## src/sv/ght_pkg.sv

```systemverilog
// Types and constants shared by the generational handle table modules.
package ght_pkg;

   localparam int MODE_W       = 2;
   localparam int HANDLE_W     = 32;
   localparam int OBJ_W        = 48;
   localparam int TYPE_W       = 16;
   localparam int GEN_W        = 16;
   localparam int SLOT_FIELD_W = 16;
   localparam int QUEUE_DEPTH  = 2;

   localparam logic [MODE_W-1:0] MODE_INSERT = 2'd0;
   localparam logic [MODE_W-1:0] MODE_LOOKUP = 2'd1;
   localparam logic [MODE_W-1:0] MODE_REMOVE = 2'd2;

   localparam logic [GEN_W-1:0] GEN_RESET = 16'd1;

   typedef enum logic [1:0] {
      KIND_INSERT,
      KIND_LOOKUP,
      KIND_REMOVE,
      KIND_NONE
   } ght_kind_type;

   typedef enum logic {
      BK_ISSUE,
      BK_EXEC
   } ght_back_state_type;

   // A classified request as it travels from the front end to the back end.
   typedef struct packed {
      ght_kind_type            kind;
      logic                    pre_fail;
      logic [SLOT_FIELD_W-1:0] slot;
      logic [GEN_W-1:0]        gen;
      logic [OBJ_W-1:0]        object_ref;
      logic [TYPE_W-1:0]       object_type;
   } ght_op_type;

   // One table entry as held in the entry memory.
   typedef struct packed {
      logic [OBJ_W-1:0]  obj;
      logic [TYPE_W-1:0] typ;
      logic [GEN_W-1:0]  gen;
   } ght_entry_type;

endpackage

```

## src/sv/ght_queue.sv

```systemverilog
// Short FIFO of classified requests between the front and back ends.
module ght_queue import ght_pkg::*; (
   input  logic       clock,
   input  logic       reset,
   input  logic       push,
   input  ght_op_type push_op,
   output logic       full,
   input  logic       pop,
   output logic       not_empty,
   output ght_op_type pop_op
);
   localparam int PTR_W = (QUEUE_DEPTH > 1) ? $clog2(QUEUE_DEPTH) : 1;
   localparam int CNT_W = $clog2(QUEUE_DEPTH + 1);

   ght_op_type       slot_ff [QUEUE_DEPTH];
   logic [PTR_W-1:0] wr_ptr_ff, wr_ptr_in;
   logic [PTR_W-1:0] rd_ptr_ff, rd_ptr_in;
   logic [CNT_W-1:0] count_ff, count_in;
   logic             do_push, do_pop;

   assign full      = (count_ff == CNT_W'(QUEUE_DEPTH));
   assign not_empty = (count_ff != '0);
   assign do_push   = push && !full;
   assign do_pop    = pop && not_empty;
   assign pop_op    = slot_ff[rd_ptr_ff];

   always_comb begin
      wr_ptr_in = wr_ptr_ff;
      rd_ptr_in = rd_ptr_ff;
      count_in  = count_ff;
      if (do_push) begin
         wr_ptr_in = (wr_ptr_ff == PTR_W'(QUEUE_DEPTH - 1)) ? '0 : wr_ptr_ff + PTR_W'(1);
      end
      if (do_pop) begin
         rd_ptr_in = (rd_ptr_ff == PTR_W'(QUEUE_DEPTH - 1)) ? '0 : rd_ptr_ff + PTR_W'(1);
      end
      if (do_push && !do_pop) begin
         count_in = count_ff + CNT_W'(1);
      end else if (do_pop && !do_push) begin
         count_in = count_ff - CNT_W'(1);
      end
   end

   always_ff @(posedge clock) begin
      if (reset) begin
         wr_ptr_ff <= '0;
         rd_ptr_ff <= '0;
         count_ff  <= '0;
      end else begin
         wr_ptr_ff <= wr_ptr_in;
         rd_ptr_ff <= rd_ptr_in;
         count_ff  <= count_in;
      end
   end

   always_ff @(posedge clock) begin
      if (do_push) begin
         slot_ff[wr_ptr_ff] <= push_op;
      end
   end
endmodule

```

## config.mk

```make
export PLATFORM = sky130hd
export DESIGN_NAME = ght_queue
export DESIGN_NICKNAME = d
export VERILOG_FILES = /design/src/sv/ght_pkg.sv /design/src/sv/ght_queue.sv
export SDC_FILE = /design/constraint.sdc
export NUM_CORES = 1
export LEC_CHECK = 0
export ABC_CLOCK_PERIOD_IN_PS = 6990
export BUFFER_PORTS_ARGS = -buffer_cell sky130_fd_sc_hd__buf_4
export CORE_ASPECT_RATIO = 0.9
export CORE_MARGIN = 2
export CORE_UTILIZATION = 58
export CTS_BUF_LIST = sky130_fd_sc_hd__clkbuf_2 sky130_fd_sc_hd__clkbuf_4 sky130_fd_sc_hd__clkbuf_8
export CTS_CLUSTER_SIZE = 14
export DETAILED_ROUTE_END_ITERATION = 7
export GPL_TIMING_DRIVEN = 0
export HOLD_SLACK_MARGIN = 0.15
export PLACE_DENSITY_LB_ADDON = 0.2
export SLEW_MARGIN = 0
export SYNTH_ARGS = -nofsm -noshare
export SYNTH_HDL_FRONTEND = slang
export SYNTH_SLANG_ARGS = --single-unit
```

## constraint.sdc

```tcl
create_clock -name clock -period 6.99 [get_ports clock]
set_clock_uncertainty 0.2 [all_clocks]
set_input_delay 1.0485 -clock clock [delete_from_list [all_inputs] [get_ports clock]]
set_output_delay 1.0485 -clock clock [all_outputs]
set_load 0.005 [all_outputs]
```

==> impl_metrics.toml <==
[floorplan]
io_pins = 204
dieArea_um2 = 13670
rows = 39
dieHeight_um = 111.1
start_util_pct = 58.72
fp.coreArea_um2 = 12590
die_w_um = 123

[setup_path]
crit_type = "register to primary output"
end_kind = "primary output"
worstPathMaxFanout = 10
reg2reg_to = "slot_ff[0][19]"
reg2reg_depth = 4
crit_family = "buffers and inverters"
r2r_setup_slack_ps = 4750
crit_top_cell = "buf_6"
rr_startpoint = "count_ff[0]"
cp.arrival_ps = 1810
crit_path_top_delay_cell = "dfxtp_1"
cp.required_ps = 5740
critical_path_buf_inv_count = 4
crit_chain = "buf_6, buf_6, buf_6, mux2_4, buf_4"
start_kind = "register"
slowest_delay_ps = 320

[power]
power_frac_seq_pct = 46.6
leakage_nw = 3.725
p_switching_w = 0.0008272
peakVddDrop_uv = 256.9
power_frac_comb_pct = 26.6
clkPwrFrac_pct = 26.8
power.density_nw_per_um2 = 344.7
p_int_w = 0.002541
switching_share_pct = 24.56

[synth]
synth_edf_count = 198
syn_inst = 333
ys.flop_type = "edfxtp_1"
async_reset_ff_share_pct = 0
synth_most_common_cell = "edfxtp_1"
syn-num-nets = 437
synth-seq-area-share_pct = 81.79
yosys.area.top_type = "edfxtp_1"
synth_top_area_share_pct = 80.43
synthTopCellsByArea = "edfxtp_1, mux2_2, mux2_4, dfxtp_1, buf_2"
yosysWarningCount = 0
ys_ff_latch = 203
syn_area_um2 = 7392
synth_commonest_cells = "edfxtp_1, mux2_2, mux2_4"
avgSynthCellArea_um2 = 22.20
ys_types = 16

[sta]
finalSetupViolCount = 0
fin_crit_sh_pct = 43.69
finalHoldViolations = 0
period_needed_ps = 3054
slew_violations = 0
maxSlewHeadroom_pct = 56.07
worst_slew_pin_slew_ps = 658.9
fmax_mhz = 327.5
holdWs_ps = 293.3
fin_setup_tns_ps = 0
rsz0062_at_grt = "no"

[detailed_routing]
drt_iter0_drc = 180
postRouteAntennaNets = 0
drcViolationCount = 0
wl_per_cell_um = 17.76
routed_via_density = 5.077
vias = 3848
dr.pass1.iters = 4
drt-total-wl_mm = 13.47

[placement]
io_buffers = 203
place_hpwl_mm = 8.852
place_congestion = 0.7031

[cts]
htree_levels = 1
holdBufCountCts = 0
cts_resized = 0
cts.clk_slew.worst_paths_ps = 60
cts_tree = "done"
cts_max_path_buffers = 3
cts_setup_buffers = 0
cts.sinks = 203
cts_root_buf = "clkbuf_8"
worst_skew_pair.late_latency_ps = 520
cts_made_buffers = 31

[grt]
grt_pass1_vias = 4217
grt_pass1_wl_mm = 20.18
antenna_found_initial = 0
grt_max_degree = 60
overflow = 0
grt_use_total_pct = 19.26

[finish]
drive_above_1_share_pct = 61.95
area_growth_syn_to_layout_pct = 32.18
layout.nets = 675
antenna_cells = 0

[min_path]
min_from = "wr_ptr_ff"
hold_path.class = "register to register"
hold_depth = 2
hold_end = "wr_ptr_ff"

[run_status]
status = "complete, no violations"

[job]
drv_cap = 0
[worst reg2reg max path, cell delays in order, from the launching register on]
cell and delay, ps:
dfxtp_1 430, nor2b_2 90, or3_1 370, inv_4 420, buf_16 360
[per-layer routing]
metal  track usage, %  routed length [µm]  up-vias
met5                0                   0        -
met4            5.000                 243        0
met3            6.276                1173       23
met2            34.59                7156      151
met1            21.99                4892     1876
li1                 -                   -     1798
[sequential cells by signal, summed over array words and instances, names as in the netlist, named ones only]
register / cells
wr_ptr_ff: 1
rd_ptr_ff: 1
count_ff: 2
slot_ff: 198
[per-stage QoR]
| stage | worst slack [ps] | power (W) | utilization, % | area (µm²) | std cells |
|---|---|---|---|---|---|
| 2_1_floorplan | 2796 | 0.002050 | - | 7392 | 333 |
| 3_3_place_gp | 1490 | 0.002479 | 72.45 | 9121 | 700 |
| 3_5_place_dp | 4043 | 0.002500 | 72.93 | 9181 | 702 |
| 4_1_cts | 3885 | 0.003411 | 77.61 | 9771 | 758 |
| 5_1_grt | 3854 | 0.003525 | 77.61 | 9771 | 758 |
| 6_report | 3936 | 0.003368 | 77.61 | 9771 | 758 |
[placed cells by master (no fill, tap or decap), types with 4 or more instances in the layout]
cell type,count
nor2_1,4
clkinv_1,7
mux2_2,89
clkbuf_4,15
edfxtp_1,198
dfxtp_1,5
clkbuf_8,32
buf_2,8
mux2_4,10
buf_4,203
[cells by family (layout without fill, tap and decap cells)]
logic type / after synthesis / in the layout / share of synthesized area [%]
and+or+nand+nor: 9 / 9 / 0.6602
buffers and inverters: 13 / 274 / 1.100
AOI/OAI and AO/OA: 5 / 5 / 0.3385
muxes: 99 / 99 / 15.59
DFF: 203 / 203 / 81.79
adders and majority gates: 1 / 1 / 0.1692
xor gates and xnor gates: 3 / 3 / 0.3555
[how the worst max path moves through the flow]
stage / endpoint / from / slack, ps / cells past startpoint
6_report: pop_op[77] / register / 3940 / 5
5_1_grt: pop_op[68] / register / 3850 / 5
4_1_cts: pop_op[96] / register / 3880 / 4
3_5_place_dp: slot_ff[0][17] / push / 4040 / 5
3_3_place_gp: slot_ff[1][25] / push / 1490 / 4
2_1_floorplan: slot_ff[1][0] / push / 2800 / 3
[area by class of cell]
| type | instances | area [µm²] |
|---|---|---|
| buffer | 11 | 73.82 |
| clock buffer | 47 | 553.0 |
| timing repair buffer | 205 | 1579 |
| fill | 738 | 2819 |
| multi-input combinational | 117 | 1267 |
| clock inverter | 9 | 36.28 |
| tap | 164 | 205.2 |
| inverter | 2 | 10.01 |
| sequential | 203 | 6046 |
[power by group through the flow]
stage / clock, W / sequential, W / combinational (W)
finish: 0.000902 / 0.00157 / 0.000897
global placement: 0 / 0.00161 / 0.000869
CTS: 0.000928 / 0.00157 / 0.000912
detailed placement: 0 / 0.00159 / 0.000905
floorplan: 0 / 0.00160 / 0.000455
global route: 0.000977 / 0.00158 / 0.000967
Power figures use the tool's default switching activity.
