--- src/sv/ght_pkg.sv ---
// Types and constants shared by the generational handle table modules.
package ght_pkg;

   localparam int MODE_W       = 2;
   localparam int HANDLE_W     = 32;
   localparam int OBJ_W        = 48;
   localparam int TYPE_W       = 16;
   localparam int GEN_W        = 16;
   localparam int SLOT_FIELD_W = 16;
   localparam int QUEUE_DEPTH  = 2;

   localparam logic [MODE_W-1:0] MODE_INSERT = 2'd0;
   localparam logic [MODE_W-1:0] MODE_LOOKUP = 2'd1;
   localparam logic [MODE_W-1:0] MODE_REMOVE = 2'd2;

   localparam logic [GEN_W-1:0] GEN_RESET = 16'd1;

   typedef enum logic [1:0] {
      KIND_INSERT,
      KIND_LOOKUP,
      KIND_REMOVE,
      KIND_NONE
   } ght_kind_type;

   typedef enum logic {
      BK_ISSUE,
      BK_EXEC
   } ght_back_state_type;

   // A classified request as it travels from the front end to the back end.
   typedef struct packed {
      ght_kind_type            kind;
      logic                    pre_fail;
      logic [SLOT_FIELD_W-1:0] slot;
      logic [GEN_W-1:0]        gen;
      logic [OBJ_W-1:0]        object_ref;
      logic [TYPE_W-1:0]       object_type;
   } ght_op_type;

   // One table entry as held in the entry memory.
   typedef struct packed {
      logic [OBJ_W-1:0]  obj;
      logic [TYPE_W-1:0] typ;
      logic [GEN_W-1:0]  gen;
   } ght_entry_type;

endpackage

--- src/sv/ght_ifs.sv ---
// Request and response channel interfaces of the handle table.
interface ght_req_if;
   import ght_pkg::*;
   logic                valid;
   logic                ready;
   logic [MODE_W-1:0]   mode;
   logic [HANDLE_W-1:0] handle;
   logic [OBJ_W-1:0]    object_ref;
   logic [TYPE_W-1:0]   object_type;

   modport source (output valid, output mode, output handle, output object_ref,
                   output object_type, input ready);
   modport sink   (input valid, input mode, input handle, input object_ref,
                   input object_type, output ready);
endinterface


--- src/sv/ght_front.sv ---
// Front end: accepts requests, decodes the handle and rejects malformed ones.
module ght_front import ght_pkg::*; #(
   parameter int SLOTS = 64
) (
   ght_req_if.sink    req,
   input  logic       queue_full,
   output logic       push,
   output ght_op_type push_op
);
   logic [SLOT_FIELD_W-1:0] low;
   logic                    slot_ok;

   assign low     = req.handle[SLOT_FIELD_W-1:0];
   // The slot field holds slot plus one, so valid values run from 1 to SLOTS.
   assign slot_ok = (low != '0) && ((SLOT_FIELD_W + 1)'(low) <= (SLOT_FIELD_W + 1)'(SLOTS));

   assign req.ready = !queue_full;
   assign push      = req.valid && !queue_full;

   always_comb begin
      push_op.gen         = req.handle[HANDLE_W-1:SLOT_FIELD_W];
      push_op.object_ref  = req.object_ref;
      push_op.object_type = req.object_type;
      push_op.slot        = '0;
      push_op.pre_fail    = 1'b1;
      push_op.kind        = KIND_NONE;
      unique case (req.mode)
         MODE_INSERT: begin
            push_op.kind     = KIND_INSERT;
            push_op.pre_fail = (req.object_ref == '0) || (req.object_type == '0);
         end
         MODE_LOOKUP, MODE_REMOVE: begin
            push_op.kind     = (req.mode == MODE_LOOKUP) ? KIND_LOOKUP : KIND_REMOVE;
            push_op.pre_fail = !slot_ok;
            // Out-of-range handles read slot zero; the result is forced to fail.
            push_op.slot     = slot_ok ? (low - SLOT_FIELD_W'(1)) : '0;
         end
         default: begin
            push_op.kind = KIND_NONE;
         end
      endcase
   end
endmodule

--- src/flat_wrapper.sv ---
// flat-port wrapper written by rule: the top's interface ports become plain ports
module ght_front_flat import ght_pkg::*;
#(
   parameter int SLOTS = 64
)
  (queue_full, push, push_op, req_valid, req_mode, req_handle, req_object_ref, req_object_type, req_ready);
  ght_req_if req_i ();
  input  logic queue_full;
  output logic push;
  output ght_op_type push_op;
  input wire logic [$bits(req_i.valid)-1:0] req_valid;
  input wire logic [$bits(req_i.mode)-1:0] req_mode;
  input wire logic [$bits(req_i.handle)-1:0] req_handle;
  input wire logic [$bits(req_i.object_ref)-1:0] req_object_ref;
  input wire logic [$bits(req_i.object_type)-1:0] req_object_type;
  output wire logic [$bits(req_i.ready)-1:0] req_ready;
  assign req_i.valid = req_valid;
  assign req_i.mode = req_mode;
  assign req_i.handle = req_handle;
  assign req_i.object_ref = req_object_ref;
  assign req_i.object_type = req_object_type;
  assign req_ready = req_i.ready;
  ght_front #(.SLOTS(SLOTS)) u_core (.req(req_i), .queue_full(queue_full), .push(push), .push_op(push_op));
endmodule
--- config.mk ---
export PLATFORM = sky130hd
export DESIGN_NAME = ght_front_flat
export DESIGN_NICKNAME = d
export VERILOG_FILES = /design/src/sv/ght_pkg.sv /design/src/sv/ght_ifs.sv /design/src/sv/ght_front.sv /design/src/flat_wrapper.sv
export SDC_FILE = /design/constraint.sdc
export NUM_CORES = 1
export LEC_CHECK = 0
export ABC_AREA = 1
export BUFFER_PORTS_ARGS = -buffer_cell sky130_fd_sc_hd__clkbuf_2
export CAP_MARGIN = 20
export CORE_ASPECT_RATIO = 0.5
export CORE_MARGIN = 4
export CORE_UTILIZATION = 30
export DETAILED_ROUTE_END_ITERATION = 7
export MAX_ROUTING_LAYER = met4
export PLACE_DENSITY = 0.82
export SYNTH_ARGS = -nofsm -noshare
export SYNTH_HDL_FRONTEND = slang
export SYNTH_SLANG_ARGS = --single-unit
export TNS_END_PERCENT = 10
--- constraint.sdc ---
create_clock -name vclk -period 0.9
set_input_delay 0 -clock vclk [all_inputs]
set_output_delay 0 -clock vclk [all_outputs]
set_load 0.01 [all_outputs]
==> reports/metrics.csv, run 1 <==
metric,value,unit
status,"complete, but fails checks",
failing checks,negative setup slack,
Register Area,0,um2
met2 wire len,2240,um
Slew Limit Fails,0,
Critical Path RT,0.90,ns
Pleak,1.14,nW
multi-input combinational cell area,776,um2
Fill cells,405,
Final Power,0.000780,W
Area contributors post-synth,"buf_4, nor2_1, nand2_1",
DRT Pass-1 Iters,3,
Max VDD drop,0.145,mV
Post-DRT Antenna Nets,0,
Initial Utilization,0.314,
DRC,0,
unrepaired setup endpoints after global routing,true,
critical path cell sequence,"buf_6, inv_6, ha_4, nand4_1, nand2_2, nand4_4, buf_6, buf_16, nor2_4, buf_6",
Net Switching,0.000401,W
"Seq/Total Area, Yosys",0,
total gr overflow,0,
# diodes,0,
max_cap viols,0,
met3 wire length,327,um
cts-stage hold buffer count,0,
layout cell share with drive strength beyond 1,0.720,
drt initial violations,17,
Die Ht,53.4,um
Hold Path Origin,req_handle[26],
Chip Width,98.8,um
total via count in the routed design,1529,
uppermost routed layer,met4,
number of library cell types mapped by synthesis,18,
vias in the first global route,1299,
largest area contributor in the netlist,buf_4,
Hold WC Path Type,in2out,
power per cell area,392,nW/um2
CP max-delay cell,buf_6,
IO Pins,201,
wire per inst,11.7,um
Rows,16,
total track usage,0.134,
P&R area growth vs syn,60.8,%
Worst slew margin,0.739,
Pint,0.000379,W
initial antenna violation count,0,
final period utilization,1.26,
f_max,882,MHz
largest net degree at the start of global routing,8,
syn_nets,314,
crit path kind,in2out,
Post-synth top cells,"buf_4, nor2_1, nand2_1",
Die Area,5280,um2
WHS Path Cells,0,
length of routed wiring on met1,1790,um
FFs & Latches,0,
total length of routed wires,4370,um
CP Launch Type,primary input,
Worst Hold End,push_op[74],
sequential share of power,0,
Worst-Margin Slew,0.390,ns
Slowest Stage Delay on Critical Path,0.15,ns
minimum clock period,1.13,ns
CP Max Fanout,6,
Post-DP HPWL,3790,um
Port Buffers,169,
"count leader, synth",buf_4,
first-pass GRT wire length,5800,um
Via density,4.08,
final worst-path setup slack,-0.234,ns
CP Data Arrival Time,1.13,ns
# clk buffers,0,
Core Footprint,3940,um2
Final Setup Violations,17,
synthesized area per cell,5.92,um2
GPL Wtd Cong,0.777,
Yosys warnings,0,
CP most frequent cell,buf_6,
switch share,0.514,
Comb pwr share,1.000,
Syn Std Cell Area,1240,um2
Nets,428,
Clock power frac,0,
type of destination of the critical path,primary output,
Final Hold Viols,0,
Post-Place Worst Slack,-0.250,ns
share of the synthesized area in the top cell type,0.485,
Gate Count Post-Synth,209,
[per-layer routing]
layer,GRT usage,vias to the layer above
li1,-,801
met1,0.181,667
met2,0.229,59
met3,0.0184,2
met4,0.00227,0
met5,-,-
[worst max-delay path by stage]
stage | start | to | slack (ns)
after CTS | req_handle[4] | push_op[87] | -0.21
after global placement | req_handle[0] | push_op[90] | -0.20
final | req_handle[0] | push_op[84] | -0.23
after global routing | req_handle[5] | push_op[93] | -0.28
after floorplan | req_handle[0] | push_op[85] | 0.004
after detailed placement | req_handle[0] | push_op[94] | -0.25
[final cells by class]
type,instances,share of cell area
inverter,10,0.0226
multi-input combinational,118,0.390
tap,54,0.0340
timing repair buffer,193,0.553
[power by group through the flow]
| stage | sequential (W) | combinational, W | clock [W] |
|---|---|---|---|
| after floorplan | 0 | 0.000515 | 0 |
| after global placement | 0 | 0.000690 | 0 |
| after detailed placement | 0 | 0.000699 | 0 |
| after CTS | 0 | 0.000729 | 0 |
| after global routing | 0 | 0.000850 | 0 |
| final | 0 | 0.000780 | 0 |
[per-stage QoR]
| stage | hold WS, ns | instance area (um2) | TNS [ns] | utilization | cells |
|---|---|---|---|---|---|
| 3_5_place_dp | 0.0000686 | 1700 | -3.53 | 0.431 | 369 |
| 3_3_place_gp | 0.0000686 | 1700 | -2.98 | 0.431 | 369 |
| 5_1_grt | 0.0000167 | 1990 | -3.90 | 0.504 | 375 |
| 4_1_cts | 0.0000686 | 1830 | -3.35 | 0.465 | 375 |
| 2_1_floorplan | 0.0309 | 1250 | 0 | - | 209 |
| 6_report | 0.00000443 | 1990 | -2.81 | 0.504 | 375 |
[critical path: cells and delay by family]
kind | cells | cell delay [ns]
adder cells (fa/ha/maj) | 1 | 0.13
AND/OR/NAND/NOR | 4 | 0.43
buffers and inverters | 5 | 0.56
[cell families (layout without fill, tap and decap cells)]
family,after synthesis,count (layout),synth area share
and+or+nand+nor,102,102,0.358
buffers and inverters,91,203,0.525
adders and majority gates,5,5,0.0506
muxes,1,1,0.00809
AOI/OAI and AO/OA,5,5,0.0232
xor gates and xnor gates,5,5,0.0354
[placed cells by master, fill, tap and decap left out, types with 3 or more instances in the layout]
cell / netlist / layout
buf_2: 0 / 12
buf_4: 80 / 20
buf_6: 1 / 10
clkbuf_2: 0 / 150
ha_1: 5 / 3
inv_1: 10 / 7
nand2_1: 21 / 18
nand2_2: 0 / 3
nand4_1: 6 / 6
nor2_1: 61 / 46
nor2_2: 7 / 7
nor2_4: 0 / 15
[timing repair]
action                                  CTS  global route
pin swaps                                 6             9
setup buffers                             5             1
endpoints found under the setup margin   18            19
gates cloned                              1             0
resized for setup                        21            57
Note: power is estimated with default switching activity, not from simulation.
==> run 2: changes to the inputs <==
--- a/config.mk
+++ b/config.mk
@@ -5,12 +5,11 @@
 export SDC_FILE = /design/constraint.sdc
 export NUM_CORES = 1
 export LEC_CHECK = 0
-export ABC_AREA = 1
 export BUFFER_PORTS_ARGS = -buffer_cell sky130_fd_sc_hd__clkbuf_2
 export CAP_MARGIN = 20
 export CORE_ASPECT_RATIO = 0.5
 export CORE_MARGIN = 4
-export CORE_UTILIZATION = 30
+export CORE_UTILIZATION = 28
 export DETAILED_ROUTE_END_ITERATION = 7
 export MAX_ROUTING_LAYER = met4
 export PLACE_DENSITY = 0.82
==> run 2 against run 1 <==
The run still ends with negative setup slack left. Count of clock-buffer cells in the layout unchanged. Sequential share of layout area unchanged. Utilization down 2.4 points. Critical path depth down 4. Combinational power down 5.9%. Via count down 5.4%. Global-route usage up 2.2 points. Setup slack worse by 0.40 ns. Critical endpoint is now push_op[96].
==> reports/metrics.csv, run 2 <==
metric,value,unit,change
Setup Buffers After CTS,0,,-5
Syn Std Cell Area,1120,um2,-9.6%
Final Power,0.000734,W,-5.9%
"commonest non-fill, non-tap cell in the layout",clkbuf_2,,
CP Data Arrival Time,1.53,ns,+0.40 ns
final worst-path setup slack,-0.632,ns,-0.398 ns
# diodes,0,,unchanged
Rows,15,,-1
layout cell share with drive strength beyond 1,0.767,,+0.0477
Final Hold Viols,0,,unchanged
Chip Width,97.4,um,-1.5%
initial antenna violation count,0,,unchanged
Post-DP HPWL,4230,um,+12%
power per cell area,420,nW/um2,+7.0%
xor/xnor cell area share of the yosys netlist,0.0313,,-0.00407
Pint,0.000385,W,+1.5%
Slew Limit Fails,0,,unchanged
"count leader, synth",buf_4,,
FFs & Latches,0,,unchanged
Via density,4.27,,+4.7%
Worst-Margin Slew,0.542,ns,+0.152 ns
Nets,395,,-7.7%
sequential share of power,0,,unchanged
Area contributors post-synth,"buf_4, nor4_1, nor2_1",,
setup TNS,-10.17,ns,-7.36 ns
mux cell area share after synthesis,0,,-0.00809
total via count in the routed design,1447,,-5.4%
type of destination of the critical path,primary output,,
Register Area,0,um2,unchanged
"Seq/Total Area, Yosys",0,,unchanged
number of library cell types mapped by synthesis,25,,+7
CP Max Fanout,2,,-4
Finished Cell Area,1750,um2,-12%
DRT Pass-1 Iters,4,,+1
total track usage,0.156,,+0.0223
CP Launch Type,primary input,,
Max VDD drop,0.121,mV,-16%
final period utilization,1.70,,+0.442
switch share,0.476,,-0.0380
Yosys warnings,0,,unchanged
most frequent cells in the layout,"clkbuf_2, buf_4, nor4_1",,
largest net degree at the start of global routing,12,,+4
adder-cell share of the synthesized area,0.0559,,+0.00537
Port Buffers,169,,unchanged
P&R area growth vs syn,56.4,%,
f_max,653,MHz,-26%
GPL Wtd Cong,0.881,,+13%
Comb pwr share,1.000,,about the same
Net Switching,0.000349,W,-13%
largest area contributor in the netlist,buf_4,,
Post-DRT Antenna Nets,0,,unchanged
crit path kind,in2out,,
Die Ht,52.7,um,-1.3%
Core Footprint,3640,um2,-7.7%
Clock power frac,0,,unchanged
Gate Count Post-Synth,163,,-22%
IO Pins,201,,unchanged
syn_nets,268,,-15%
Hold WC Path Type,in2out,,
first-pass GRT wire length,6590,um,+14%
total length of routed wires,4470,um,+2.3%
Critical Path RT,0.90,ns,about the same
Post-Synth Simple-Gate Area,0.309,,-0.0492
largest family of logic cells by synthesized area,buffers and inverters,,
Synth Area in Compound Gates,0.0425,,+0.0192
status,"complete, but fails checks",,
Die Area,5130,um2,-2.8%
vias in the first global route,1431,,+10%
failing checks,negative setup slack,,
minimum clock period,1.53,ns,+0.398 ns
Final Setup Violations,17,,unchanged
Pleak,1.06,nW,-6.6%
Post-synth top cells,"buf_4, nor2_1, nor4_1",,
DRC,0,,unchanged
Worst slew margin,0.637,,-0.102
# clk buffers,0,,unchanged
synthesized area per cell,6.86,um2,+16%
unrepaired setup endpoints after global routing,true,,
drt initial violations,26,,+9
Initial Utilization,0.307,,-0.00655
cts-stage hold buffer count,0,,unchanged
share of the synthesized area in the top cell type,0.537,,+0.0516
placed instance area,1730,um2,+1.5%
wire per inst,13.2,um,+13%
max_cap viols,0,,unchanged
total gr overflow,0,,unchanged
-- run 2: cell count changes in the layout (fill, tap and decap cells not counted), sizes merged, moves of 4 or more --
| cell | change |
|---|---|
| nor4 | +15 |
| nand2 | -18 |
| nor2 | -50 |
| clkbuf | +16 |
| inv | -4 |
-- run 2: kinds of logic (layout without fill, tap and decap cells) --
logic type | count (synthesis) | in the layout
AOI/OAI and AO/OA | 8 | 8
and+or+nand+nor | 59 | 59
buffers and inverters | 87 | 212
xor gates and xnor gates | 4 | 4
adders and majority gates | 5 | 5
-- run 2: power groups by stage --
stage                     Clock, W  Combinational [W]  Sequential, W
after floorplan                  0           0.000474              0
after global placement           0           0.000707              0
after detailed placement         0           0.000727              0
after CTS                        0           0.000740              0
after global routing             0           0.000803              0
final                            0           0.000734              0
-- run 2: path summary, 6_finish.rpt --
path                       start     endpoint  slack, ns  cells past startpoint
setup / recovery   req_handle[9]  push_op[96]      -0.63                      6
hold / removal    req_handle[17]  push_op[65]   0.000004                      0
-- run 2: cell type report --
| class | count | area (um2) |
|---|---|---|
| tap | 51 | 63.8 |
| fill | 386 | 1890 |
| inverter | 6 | 22.5 |
| timing repair buffer | 206 | 1130 |
| multi-input combinational | 76 | 536 |
-- run 2: timing repair --
item,CTS,global route
setup endpoints to repair,18,17
gates resized for setup,2,4
pin swaps,0,1
-- run 2: worst max-delay path, stage by stage --
cell	delay [ns]
clkbuf_2	0.08
or4_4	0.55
nor4b_4	0.29
nand3_1	0.11
a2111o_1	0.36
buf_2	0.14
-- run 2: metal layers --
metal	track usage	up-vias	routed length, um
li1	-	729	-
met1	0.161	658	1510
met2	0.339	52	2720
met3	0.0146	8	221
met4	0.0184	0	19
met5	-	-	0
-- run 2: stage by stage --
step	hold slack, ns	setup WS (ns)	cells	utilization
3_5_place_dp	0.0000686	-0.673	339	0.474
3_3_place_gp	0.0000686	-0.596	339	0.474
6_report	0.00000447	-0.632	339	0.480
2_1_floorplan	0.0309	-0.419	163	-
5_1_grt	0.0000151	-0.696	339	0.480
4_1_cts	0.0000686	-0.647	339	0.479
==> run 3: changes to the inputs <==
--- a/config.mk
+++ b/config.mk
@@ -7,12 +7,14 @@
 export LEC_CHECK = 0
 export BUFFER_PORTS_ARGS = -buffer_cell sky130_fd_sc_hd__clkbuf_2
 export CAP_MARGIN = 20
+export CELL_PAD_IN_SITES_DETAIL_PLACEMENT = 1
+export CELL_PAD_IN_SITES_GLOBAL_PLACEMENT = 2
 export CORE_ASPECT_RATIO = 0.5
 export CORE_MARGIN = 4
-export CORE_UTILIZATION = 28
+export CORE_UTILIZATION = 10
 export DETAILED_ROUTE_END_ITERATION = 7
 export MAX_ROUTING_LAYER = met4
-export PLACE_DENSITY = 0.82
+export PLACE_DENSITY = 0.77
 export SYNTH_ARGS = -nofsm -noshare
 export SYNTH_HDL_FRONTEND = slang
 export SYNTH_SLANG_ARGS = --single-unit
==> run 3 against run 2 <==
The flow still finishes with violations (negative setup slack). Cell count up 28%. Critical path depth unchanged. Combinational power up 4.8%. Via count down 0.35%. Total power up 4.7%. Count of clock-buffer cells in the layout unchanged. Worst hold slack about the same. Global-route usage down 8.5 points. Design area up 9.7%. Routed wire length up 20%. Fmax up 3.2%. Largest cell class unchanged. Highest routed layer is now met3.
==> reports/metrics.csv, run 3 (synthesis results as in run 2) <==
metric,value,unit,change
status,"complete, but fails checks",,
failing checks,negative setup slack,,
unrepaired setup endpoints after global routing,true,,
CP Data Arrival Time,1.48,ns,-0.05 ns
Post-Place Worst Slack,-0.652,ns,+0.0213 ns
Fill cells,1373,,+260%
total track usage,0.0712,,-0.0853
GPL Wtd Cong,0.740,,-16%
WHS Path Cells,0,,unchanged
Initial Utilization,0.106,,-0.201
IO Pins,201,,unchanged
minimum clock period,1.48,ns,-0.0471 ns
Pleak,1.07,nW,+1.0%
Die Ht,82.8,um,+57%
# diodes,0,,unchanged
Critical Path RT,0.90,ns,about the same
Inst Count DP,433,,+28%
final worst-path setup slack,-0.585,ns,+0.0471 ns
Nets,400,,+1.3%
DRT Pass-1 Iters,4,,unchanged
"commonest non-fill, non-tap cell in the layout",clkbuf_2,,
Hold WC Path Type,in2out,,
layout cell share with drive strength beyond 1,0.792,,+0.0244
Rows,26,,+11
vias in the first global route,1422,,-0.63%
Max VDD drop,0.0694,mV,-43%
Final Setup Violations,17,,unchanged
largest net degree at the start of global routing,11,,-1
# clk buffers,0,,unchanged
Worst Hold End,push_op[65],,
final period utilization,1.65,,-0.0523
first-pass GRT wire length,7360,um,+12%
Slew Limit Fails,0,,unchanged
Worst slew margin,0.710,,+0.0729
f_max,674,MHz,+3.2%
Chip Width,158,um,+62%
P&R area growth vs syn,71.5,%,
DRC,0,,unchanged
Worst-Margin Slew,0.431,ns,-0.111 ns
Post-DRT Antenna Nets,0,,unchanged
most frequent cells in the layout,"clkbuf_2, buf_4, nor4_1",,
post-layout util,0.182,,-0.298
Register Area,0,um2,unchanged
crit path kind,in2out,,
Finished Cell Area,1920,um2,+9.7%
total gr overflow,0,,unchanged
initial antenna violation count,0,,unchanged
wire per inst,12.4,um,-5.9%
drt initial violations,15,,-42%
Via density,3.33,,-22%
CP Max Fanout,2,,unchanged
max_cap viols,0,,unchanged
Port Buffers,169,,unchanged
Core Footprint,10500,um2,+190%
placed instance area,1870,um2,+8.6%
Layout Cells excl Fill,433,,+28%
Post-DP HPWL,5250,um,+24%
total via count in the routed design,1442,,-0.35%
power per cell area,401,nW/um2,-4.5%
CP Launch Type,primary input,,
Hold Path Origin,req_handle[17],,
FFs & Latches,0,,unchanged
type of destination of the critical path,primary output,,
Final Hold Viols,0,,unchanged
total length of routed wires,5370,um,+20%
Die Area,13000,um2,+150%
==> run 3: final cells by class <==
class,count,area (um2),area share
Inverter,6,22.5,0.0117
Tap cell,140,175,0.0913
Multi-Input combinational cell,76,556,0.290
Timing Repair Buffer,211,1160,0.607
==> run 3: worst max-delay path: stages <==
cell,delay [ns]
clkbuf_2,0.08
or4_4,0.54
nor4b_4,0.26
nand3_1,0.11
a2111o_1,0.36
clkbuf_2,0.13
==> run 3: where the power goes <==
part | switching, W | leakage, nW | total, W | internal [W]
logic | 0.000363 | 1.07 | 0.000769 | 0.000405
registers | 0 | 0 | 0 | 0
clock network | 0 | 0 | 0 | 0
total | 0.000363 | 1.07 | 0.000769 | 0.000405
==> run 3: worst max-delay path by stage <==
stage | startpoint | endpoint | slack, ns | cells after the start
6_report | req_handle[9] | push_op[96] | -0.58 | 6
5_1_grt | req_handle[9] | push_op[88] | -0.69 | 7
4_1_cts | req_handle[9] | push_op[86] | -0.61 | 7
3_5_place_dp | req_handle[9] | push_op[88] | -0.65 | 7
3_3_place_gp | req_handle[9] | push_op[88] | -0.62 | 7
2_1_floorplan | req_handle[9] | push_op[83] | -0.42 | 5
==> run 3: layer usage <==
layer / wire length, um / vias to the layer above / GRT usage / share of wire
li1: - / 741 / - / -
met2: 3420 / 21 / 0.151 / 0.64
met5: 0 / - / - / 0
met1: 1820 / 680 / 0.0812 / 0.34
met4: 0 / 0 / 0 / 0
met3: 127 / 0 / 0.000518 / 0.024
==> run 3: per-stage QoR <==
step                      setup TNS (ns)  power [W]  hold WS (ns)
after floorplan                    -6.40   0.000474        0.0309
after global placement             -9.78   0.000753     0.0000686
after detailed placement          -10.28   0.000764     0.0000686
after CTS                          -9.77   0.000782     0.0000686
after global routing              -11.22   0.000848     0.0000151
final                              -9.31   0.000769    0.00000443
==> run 3: what timing repair did <==
item | 4_1_cts | 5_1_grt
pin swaps | 1 | 0
gates resized for setup | 5 | 7
buffers inserted | 0 | 0
setup endpoints to repair | 19 | 19
hold buffers | 0 | 0
